[config.mk]
export PLATFORM = sky130hd
export DESIGN_NAME = gtg_isqrt
export DESIGN_NICKNAME = d
export VERILOG_FILES = /design/src/rtl/core/gtg_isqrt.sv
export SDC_FILE = /design/constraint.sdc
export NUM_CORES = 1
export LEC_CHECK = 0
export ABC_AREA = 1
export ABC_CLOCK_PERIOD_IN_PS = 25200
export BUFFER_PORTS_ARGS = -buffer_cell sky130_fd_sc_hd__buf_2
export CAP_MARGIN = 20
export CORE_MARGIN = 5
export CORE_UTILIZATION = 64
export DETAILED_ROUTE_END_ITERATION = 7
export GPL_ROUTABILITY_DRIVEN = 0
export PLACE_DENSITY_LB_ADDON = 0.25
export SYNTH_ARGS = -nofsm -noshare
export SYNTH_HDL_FRONTEND = slang
export SYNTH_SLANG_ARGS = --single-unit
[constraint.sdc]
create_clock -name clk -period 25.2 [get_ports clk]
set_clock_uncertainty 0.05 [all_clocks]
set_input_delay 2.52 -clock clk [delete_from_list [all_inputs] [get_ports clk]]
set_output_delay 2.52 -clock clk [all_outputs]
set_load 0.1 [all_outputs]
[src/rtl/core/gtg_isqrt.sv]
`default_nettype none
module gtg_isqrt (
  input  wire logic        clk,
  input  wire logic        rst,
  input  wire logic        start,
  input  wire logic [63:0] v_in,
  output logic             done,
  output logic      [31:0] root
);
  logic [63:0] v;
  logic [63:0] r;
  logic [63:0] bitv;
  logic [4:0]  cnt;
  logic        busy;
  logic [63:0] trial;

  assign trial = r + bitv;
  assign root  = r[31:0];

  always_ff @(posedge clk) begin
    if (rst) begin
      busy <= 1'b0;
      done <= 1'b0;
    end else begin
      done <= 1'b0;
      if (start) begin
        v    <= v_in;
        r    <= '0;
        bitv <= 64'd1 << 62;
        cnt  <= 5'd31;
        busy <= 1'b1;
      end else if (busy) begin
        if (v >= trial) begin
          v <= v - trial;
          r <= (r >> 1) + bitv;
        end else begin
          r <= r >> 1;
        end
        bitv <= bitv >> 2;
        cnt  <= cnt - 5'd1;
        if (cnt == 5'd0) begin
          busy <= 1'b0;
          done <= 1'b1;
        end
      end
    end
  end
endmodule
`default_nettype wire

# After elaboration in Yosys (flattened, before gate mapping)
# Cells that the tools add are included.
dict set report totals {
  register_bits 167
  wordCells 30
}
dict set report op_classes {
  add_sub_neg 4
  magnitude_cmp 1
  n_mux 11
  bitwise 2
  reduce_logical 6
}
# operator n
set op_table {}
lappend op_table {{$mux 64} 5}
lappend op_table {{$add 63x63->64} 1}
lappend op_table {{$add 64x63->64} 1}
lappend op_table {{$ge 64x64->1} 1}
lappend op_table {{$sub 64x64->64} 1}
lappend op_table {{$mux 63} 1}
lappend op_table {{$logic_not 5->1} 1}
lappend op_table {{$mux 5} 1}
lappend op_table {{$sub 5x1->5 const B} 1}
lappend op_table {{$mux 1} 4}
lappend op_table {{$reduce_bool 2->1} 2}
lappend op_table {{$reduce_and 3->1} 1}
lappend op_table {{$reduce_or 3->1} 1}
lappend op_table {{$not 1->1} 2}
lappend op_table {{$reduce_and 2->1} 1}

# Depth between registers and ports, before layout
# Gate-level depths: netlist of the first run.
dict set report logic_depth {
  depth_word 5
  ltp_mapped 29
}

# Worst setup path before layout of the first run
# No wires, ideal clock.
dict set report synth_path {
  kind {input port to flip-flop}
  startpoint {input start}
  endpoint {register v[0] (enable)}
  arrival_ns 10.044
  slack_ns 14.688
  cell_stages 6
  path_buffers 2
  path_cell_list {clkbuf_1 -> inv_1 -> clkbuf_1 -> a21oi_1 -> o21ai_0 -> inv_1}
}
dict set report synth_via {
  elab_chain_cells 2
  elab_cells_between_ends 3
  cone_classes {reduce/logical: 3}
}
# item line_no
set synth_rtl {}
lappend synth_rtl {{start: declaration} 5} ;# input wire logic start,
lappend synth_rtl {{$reduce_bool 2->1 (no source line)} -}
lappend synth_rtl {{$reduce_and 3->1 (no source line) *} -}
lappend synth_rtl {{end signal: assignment} 27} ;# v <= v_in;
lappend synth_rtl {{end signal: assignment} 34} ;# v <= v - trial;
lappend synth_rtl {{end: declaration} 10} ;# logic [63:0] v;
# Every way passes the cells marked *; elsewhere a longest branch is shown, timed or not.
# A chain may end at the register's enable or synchronous reset.

# Worst setup path after layout of the first run
dict set report layout_path {
  startpoint {register r[10]}
  endpoint {register v[43] (enable)}
}
dict set report layout_via {
  elab_chain_cells 4
}
# item line_no
set layout_rtl {}
lappend layout_rtl {{start: declaration} 11} ;# logic [63:0] r;
lappend layout_rtl {{start signal: assignment} 35} ;# r <= (r >> 1) + bitv;
lappend layout_rtl {{start signal: assignment} 37} ;# r <= r >> 1;
lappend layout_rtl {{$add 64x63->64} 17} ;# assign trial = r + bitv;
lappend layout_rtl {{$ge 64x64->1} 33} ;# if (v >= trial) begin
lappend layout_rtl {{$reduce_bool 2->1 (no source line)} -}
lappend layout_rtl {{$reduce_and 3->1 (no source line)} -}
# Every way passes these cells.

==> results.md, run 1 <==
- Hold Path Origin: busy
- Initial antenna violation count: 1
- Critical Path RT: 25.24 ns
- Synth top area share: 0.261
- Critical path class: reg -> reg
- Antenna Cells: 0
- Placed cell area: 0.0211 mm^2
- # DRC: 1
- Worst R2R Path Depth: 22
- Synthesis warning total: 0
- Final hold vios: 0
- Synth Area per Inst: 5.85 um^2
- Fill cells: 2889
- Chip height: 189 um
- Comb pwr share: 0.552
- Worst path arrival time: 5.53 ns
- Die area: 0.0357 mm^2
- Worst flop-to-flop path startpoint: r[10]
- Failing checks: DRC
- Synth area leader: nand2_1
- # Max-Cap Violations: 0
- Tcrit/Tclk final: 0.218
- Post-Synth Adder-Cell Area: 0.0809
- Die Wd: 189 um
- Hold Path Class: reg -> reg
- Power Dens Cells: 70.7 mW/mm^2
- Slew of the pin with the lowest slew margin: 0.930 ns
- CP most frequent cell: nand2_1
- Gr usage total: 0.373
- Ys flop type: edfxtp_1
- Rows: 65
- Peak supply drop: 0.0575 mV
- Unrepaired setup endpoints after global routing: false
- Core box area: 0.0316 mm^2
- Largest family of logic cells by synthesized area: simple AND/OR/NAND/NOR gates
- Clock transition at the registers of the reported paths: 0.07 ns
- Finished Cell Area: 0.0217 mm^2
- Status: complete, but fails checks
- Hold Slack: 0.469 ns
- Post-Synthesis Cell Area: 0.0205 mm^2
- Worst slew margin: 0.380
- Sw frac: 0.503
- Top cells by area, synth: nand2_1, edfxtp_1, inv_1, ha_1, nor2_1
- Grt total ovfl: 0
- Syn Nets: 3704
- Synth Area in Simple Gates: 0.419
- CTS Buf Count: 17
- CTS max path bufs: 2
- CTS tree: yes
- #FFs+latches synth: 167
- Routed wire length: 68.4 mm
- First-pass GRT wire length: 107 mm
- Switching pwr: 772 uW
- Max FO, Critical Path: 64
- Final Max Tran Viols: 0
- Buf/Inv on CP: 3
- Footprint of the multi-input gates: 0.0129 mm^2
- Internal power: 764 uW
- Worst stage delay on the critical path: 0.69 ns
- Root buf cell: clkbuf_16
- Cts repair resizes: 0
- Worst hold endpoint: done
- Post-synthesis compound-gate area fraction: 0.0840
- Worst hold stages: 2
- Vias per std cell: 5.85
- Number of port buffers: 99
- Reg2Reg Setup Slack: 19.71 ns
- Finish-stage setup viols: 0
- Delay-heaviest family, CP: simple AND/OR/NAND/NOR gates
- Setup TNS Final: 0 ns
- Post-CTS Repair Setup Buffers: 0
- Nets: 3755
- Post-Synth XOR/XNOR Area: 0.0444
- EDFF count, synth: 165
- Dpl hpwl: 54.3 mm
- Clock latency at the later pin of the worst-skew pair: 0.47 ns
- Vias in the first global route: 21600
- Clock Power Share: 0.182
- CP Cell Sequence: ha_1, nand2_1, o21ai_1, nand2_1, o21ai_0, nor2_1, o21ai_0, nand2_1, nand3b_1, nand2_1, ha_1, nand2_1, nor2_1, inv_1, nor2_2, nand2_1, nor3_2, nand2_2, nand2_1, o21ai_0, inv_2, buf_4
- Register share of total power: 0.266
- FFs w/ async S/R, synth: 0
- Initial Util: 0.650
- Sequential share of the synthesized area: 0.244
- Vias: 23200
- Io pins: 100
- RR Endpoint: v[43]
- Mux contribution to synthesized area: 0
- Largest net degree at the start of global routing: 92
- Antenna Nets Post-Route: 0
- F_max: 182 MHz
- Routed len/inst: 17.2 um
- Share of cells above drive strength 1: 0.0471
- Synth Instances: 3505
- H-tree depth: 4
- Drt first pass iters: 8
- Hold_buf cts: 0
- Minimum clock period: 5.49 ns
- Initial DRC Count: 3324
- Pleak: 0.0115 uW
- CP endpoint kind: register
- Startpoint type of the worst setup path: register
- Synth unique cells: 46
- Syn-to-layout area delta: 5.97%
- Worst path slowest cell: buf_4
- Sequential cell area: 0.00499 mm^2
- Clock sink total: 167
-- Yosys cell counts (all sizes together) (9+ instances only) --
library cell,count
nand2,1430
nand3,222
or2,9
nand4,20
nor4,10
xor2,47
xnor2,57
nand3b,25
nor2,359
clkbuf,26
a21oi,143
edfxtp,165
o21ai,143
buf,48
inv,582
nor3,29
and2,12
o21bai,14
o21a,9
ha,131
-- tightest hold or removal path: cells and delay by family, from the launching register on --
kind | cells | cell delay, ns
flip-flops | 1 | 0.30
buffers and inverters | 1 | 0.11
AND/OR/NAND/NOR | 1 | 0.07
-- layer usage --
layer  part of all wire  global-route usage  routed length [um]
met5            0.00019                   0                  13
met4              0.070               0.228                4810
met3               0.11              0.0566                7860
met2               0.44               0.606               30200
met1               0.37               0.469               25500
-- worst max path at each step --
stage | startpoint | endpoint | slack, ns | depth (start not counted)
after floorplan | start | v[0] | 14.69 | 6
after global placement | start | v[7] | 19.96 | 7
after detailed placement | start | v[7] | 19.90 | 7
after CTS | r[10] | v[13] | 19.90 | 22
after global routing | r[8] | v[49] | 19.28 | 22
final | r[10] | v[43] | 19.71 | 22
-- cells in the final DEF (no fill, tap or decap), types with 57 or more instances in the layout --
cell type and n:
nand2_1 1423, inv_1 579, nor2_1 352, nand3_1 222, edfxtp_1 165, o21ai_0 140
a21oi_1 139, ha_1 131, buf_2 98, xnor2_1 57
-- power groups by stage --
stage	sequential [uW]	combinational, uW	clock [uW]
global placement	409	793	0
global route	410	933	295
CTS	405	821	279
floorplan	390	636	0
finish	408	849	280
detailed placement	410	815	0
-- final cells by class --
| cell class | instances | share of cell area |
|---|---|---|
| timing repair buffer | 106 | 0.0253 |
| clock inverter | 15 | 0.00841 |
| clock buffer | 17 | 0.0196 |
| sequential | 167 | 0.230 |
| multi-input combinational | 2682 | 0.593 |
| inverter | 582 | 0.101 |
| tap | 402 | 0.0232 |
-- metrics by stage --
stage | setup WS (ns) | power (uW) | utilization | instances
after floorplan | 14.69 | 1030 | - | 3505
after global placement | 19.96 | 1200 | 0.669 | 3939
after detailed placement | 19.90 | 1220 | 0.669 | 3939
after CTS | 19.90 | 1500 | 0.689 | 3971
after global routing | 19.28 | 1640 | 0.689 | 3971
final | 19.71 | 1540 | 0.689 | 3971
-- flip-flops by register name (all words and copies together), names as in the netlist --
| signal | count |
|---|---|
| r | 64 |
| v | 64 |
| bitv | 32 |
| cnt | 5 |
| busy | 1 |
| done | 1 |
-- cells by family (layout without fill, tap and decap cells) --
| family | count (synthesis) | after routing |
|---|---|---|
| simple gates | 2123 | 2123 |
| flops | 167 | 167 |
| xor+xnor | 104 | 104 |
| buf+inv | 656 | 720 |
| compound gates | 323 | 323 |
| fa+ha+maj | 132 | 132 |
Note: power is estimated with default switching activity, not from simulation.
==> inputs of run 2 (changes only) <==
--- a/config.mk
+++ b/config.mk
@@ -5,12 +5,12 @@
 export SDC_FILE = /design/constraint.sdc
 export NUM_CORES = 1
 export LEC_CHECK = 0
-export ABC_AREA = 1
-export ABC_CLOCK_PERIOD_IN_PS = 25200
+export ABC_AREA = 0
+export ABC_CLOCK_PERIOD_IN_PS = 5000
 export BUFFER_PORTS_ARGS = -buffer_cell sky130_fd_sc_hd__buf_2
 export CAP_MARGIN = 20
 export CORE_MARGIN = 5
-export CORE_UTILIZATION = 64
+export CORE_UTILIZATION = 57
 export DETAILED_ROUTE_END_ITERATION = 7
 export GPL_ROUTABILITY_DRIVEN = 0
 export PLACE_DENSITY_LB_ADDON = 0.25
==> constraint.sdc (replaced) <==
create_clock -name clk -period 5 [get_ports clk]
set_clock_uncertainty 0.05 [all_clocks]
set_input_delay 0.5 -clock clk [delete_from_list [all_inputs] [get_ports clk]]
set_output_delay 0.5 -clock clk [all_outputs]
set_load 0.1 [all_outputs]
==> run 2 against run 1 <==
Compared with the run above: the run ends with setup timing left; sequential power increased to 4.8 times the previous value; via count decreased by 25%; area after synthesis decreased by 22%; die area decreased by 12%; maximum frequency increased by 0.83%; combinational power increased to 6.6 times the previous value; worst setup slack got worse by 20 ns; clock power increased to 4.9 times the previous value; global-route usage decreased by 4.5 points; flip-flop and latch count unchanged; hold slack got worse by 0.21 ns; wire length decreased by 15%; critical path type unchanged.
==> results.md, run 2 <==
- Status: complete, but fails checks
- Failing checks: setup timing
- Worst path arrival time: 5.58 ns
- Grt total ovfl: 0
- Synth Area per Inst: 8.61 um^2
- Minimum clock period: 5.45 ns
- Hold Path Class: in -> reg
- Startpoint type of the worst setup path: register
- Peak supply drop: 0.293 mV
- Die Wd: 177 um
- Initial DRC Count: 3074
- Sequential share of the synthesized area: 0.313
- Metal3 WL: 6.96 mm
- # DRC: 0
- Ys flop type: edfxtp_1
- Top cells by area, synth: edfxtp_1, ha_1, nand2_1, xor2_1, a21oi_1
- Dpl hpwl: 37.6 mm
- Vias per std cell: 6.74
- Largest net degree at the start of global routing: 104
- Clock sink total: 167
- FFs w/ async S/R, synth: 0
- CP endpoint kind: register
- Worst stage delay on the critical path: 0.54 ns
- Synth Instances: 1856
- Finish-stage setup viols: 142
- Setup ws final: -0.447 ns
- Synth top cells by count: nand2_1, edfxtp_1, nor2_1
- Synth area leader: edfxtp_1
- Pleak: 0.00851 uW
- Drt first pass iters: 8
- Critical Path RT: 5.14 ns
- Nets: 2397
- Tcrit/Tclk final: 1.09
- CTS tree: yes
- Initial antenna violation count: 2
- Clock transition at the registers of the reported paths: 0.09 ns
- Synth top area share: 0.310
- Worst path slowest cell: or4_4
- Final Max Tran Viols: 0
- Syn-to-layout area delta: 33.1%
- Met1 WL: 22.2 mm
- Io pins: 100
- EDFF count, synth: 165
- Buf/Inv on CP: 5
- Worst hold endpoint: v[13]
- Critical path class: reg -> reg
- Worst slew margin: 0.353
- Number of port buffers: 99
- CTS max path bufs: 2
- Clock Power Share: 0.154
- Delay-heaviest family, CP: compound AO/OA/AOI/OAI gates
- Routed len/inst: 22.3 um
- CP Cell Sequence: ha_4, nand4_1, or4_4, a311oi_4, buf_4, o31ai_4, a31oi_4, a21oi_4, nor3_2, o21ai_1, xor2_1, ha_1, and3_4, nand2_4, buf_4, o21ai_1, a221o_1, a211o_4, buf_12, buf_12, buf_8, nor2_4, a211oi_2
- Worst R2R Path Depth: 23
- Gr usage total: 0.328
- Routed wire length: 57.9 mm
- First-pass GRT wire length: 82.6 mm
- Sw frac: 0.453
- #FFs+latches synth: 167
- Initial Util: 0.577
- Vias: 17500
- Routed wl met2: 25.7 mm
- Register share of total power: 0.221
- Antenna Nets Post-Route: 0
- Synthesis warning total: 0
- RR Endpoint: r[22]
- Top routing layer in use: met5
- H-tree depth: 4
- Internal power: 4890 uW
- Most common cell in the synthesized netlist: nand2_1
- # Max-Cap Violations: 0
- Worst flop-to-flop path startpoint: bitv[6]
- Top flop regs: r: 64 flops, v: 64 flops, bitv: 32 flops
- Core box area: 0.0277 mm^2
- Worst hold stages: 3
- Switching pwr: 4050 uW
- Vias in the first global route: 15700
- Final hold vios: 0
- CTS Buf Count: 17
- Dpl ws: -0.640 ns
- Post-Synthesis Cell Area: 0.0160 mm^2
- Most common cell after layout, fill and taps aside: buf_4
- Clock latency at the later pin of the worst-skew pair: 0.47 ns
- Hold_buf cts: 0
- Rows: 61
- F_max: 184 MHz
- Chip height: 177 um
- Synth unique cells: 85
- Comb pwr share: 0.625
- Commonest cells after routing, fill and taps aside: buf_4, nand2_1, edfxtp_1
- Die area: 0.0315 mm^2
- Unrepaired setup endpoints after global routing: true
- Root buf cell: clkbuf_16
- Reg2Reg Setup Slack: -0.45 ns
- Share of cells above drive strength 1: 0.324
- Power Dens Cells: 421 mW/mm^2
- Max FO, Critical Path: 6
- Slew of the pin with the lowest slew margin: 0.970 ns
- Syn Nets: 2055
- Hold Path Origin: v_in[13]
- Hold Slack: 0.259 ns
[run 2: cell types whose count changed in the layout (fill, tap and decap cells not counted), sizes merged, moves of 43 or more]
cell   delta
buf     +318
nand3   -181
a31oi    +73
inv     -547
xor2     +43
nand2  -1206
nor2    -223
nor2b    +50
[run 2: stage by stage]
| stage | total power, uW | util | setup TNS [ns] | cell area [um^2] | cells |
|---|---|---|---|---|---|
| 2_1_floorplan | 4740 | - | -288.20 | 16100 | 1856 |
| 3_3_place_gp | 6020 | 0.669 | -60.71 | 18500 | 2486 |
| 3_5_place_dp | 6140 | 0.669 | -69.56 | 18500 | 2486 |
| 4_1_cts | 7900 | 0.718 | -21.69 | 19900 | 2542 |
| 5_1_grt | 9290 | 0.768 | -72.34 | 21300 | 2589 |
| 6_report | 8940 | 0.768 | -47.99 | 21300 | 2589 |
[run 2: per-layer routing]
layer  track usage  vias to the layer above
li1              -                     7667
met4         0.111                        2
met1         0.467                     8146
met3        0.0481                      292
met2         0.514                     1347
met5             0                        -
[run 2: what timing repair did]
action / 4_1_cts / 5_1_grt
setup buffers: 15 / 45
cloned: 10 / 6
resized for setup: 96 / 225
endpoints found under the hold margin: 0 / 0
setup endpoints to repair: 140 / 158
pin swaps: 39 / 99
[run 2: worst max path at each step]
stage	endpoint	slack [ns]	start	cells after the start
final	r[22]	-0.45	bitv[6]	23
after global routing	r[22]	-0.63	bitv[6]	23
after CTS	r[58]	-0.25	r[6]	22
after detailed placement	v[16]	-0.64	r[6]	20
after global placement	v[10]	-0.58	r[6]	20
after floorplan	v[0]	-4.50	r[6]	21
[run 2: layout make-up]
type,count,area (um^2)
diodes,1,2.50
multi-input cells,1548,11500
repair buffers,430,3560
clock buffers,17,425
clock inverters,14,156
well taps,378,473
flip-flops and latches,167,4990
inverters,34,128
fillers,1687,6440
[run 2: kinds of logic after synthesis]
logic type / share of synthesized area
AOI/OAI and AO/OA: 0.256
xor gates and xnor gates: 0.0833
adders and majority gates: 0.104
buffers and inverters: 0.0424
DFF: 0.313
muxes: 0.00462
and+or+nand+nor: 0.198
[run 2: worst min-delay path, stage by stage]
cell,delay [ns]
buf_2,0.08
nand2_1,0.04
o21ai_0,0.05
[run 2: power groups by stage]
stage | registers [uW] | clock network (uW) | logic, uW
floorplan | 1960 | 0 | 2790
global placement | 1970 | 0 | 4040
detailed placement | 1970 | 0 | 4170
CTS | 1950 | 1350 | 4600
global route | 1980 | 1430 | 5890
finish | 1970 | 1380 | 5590
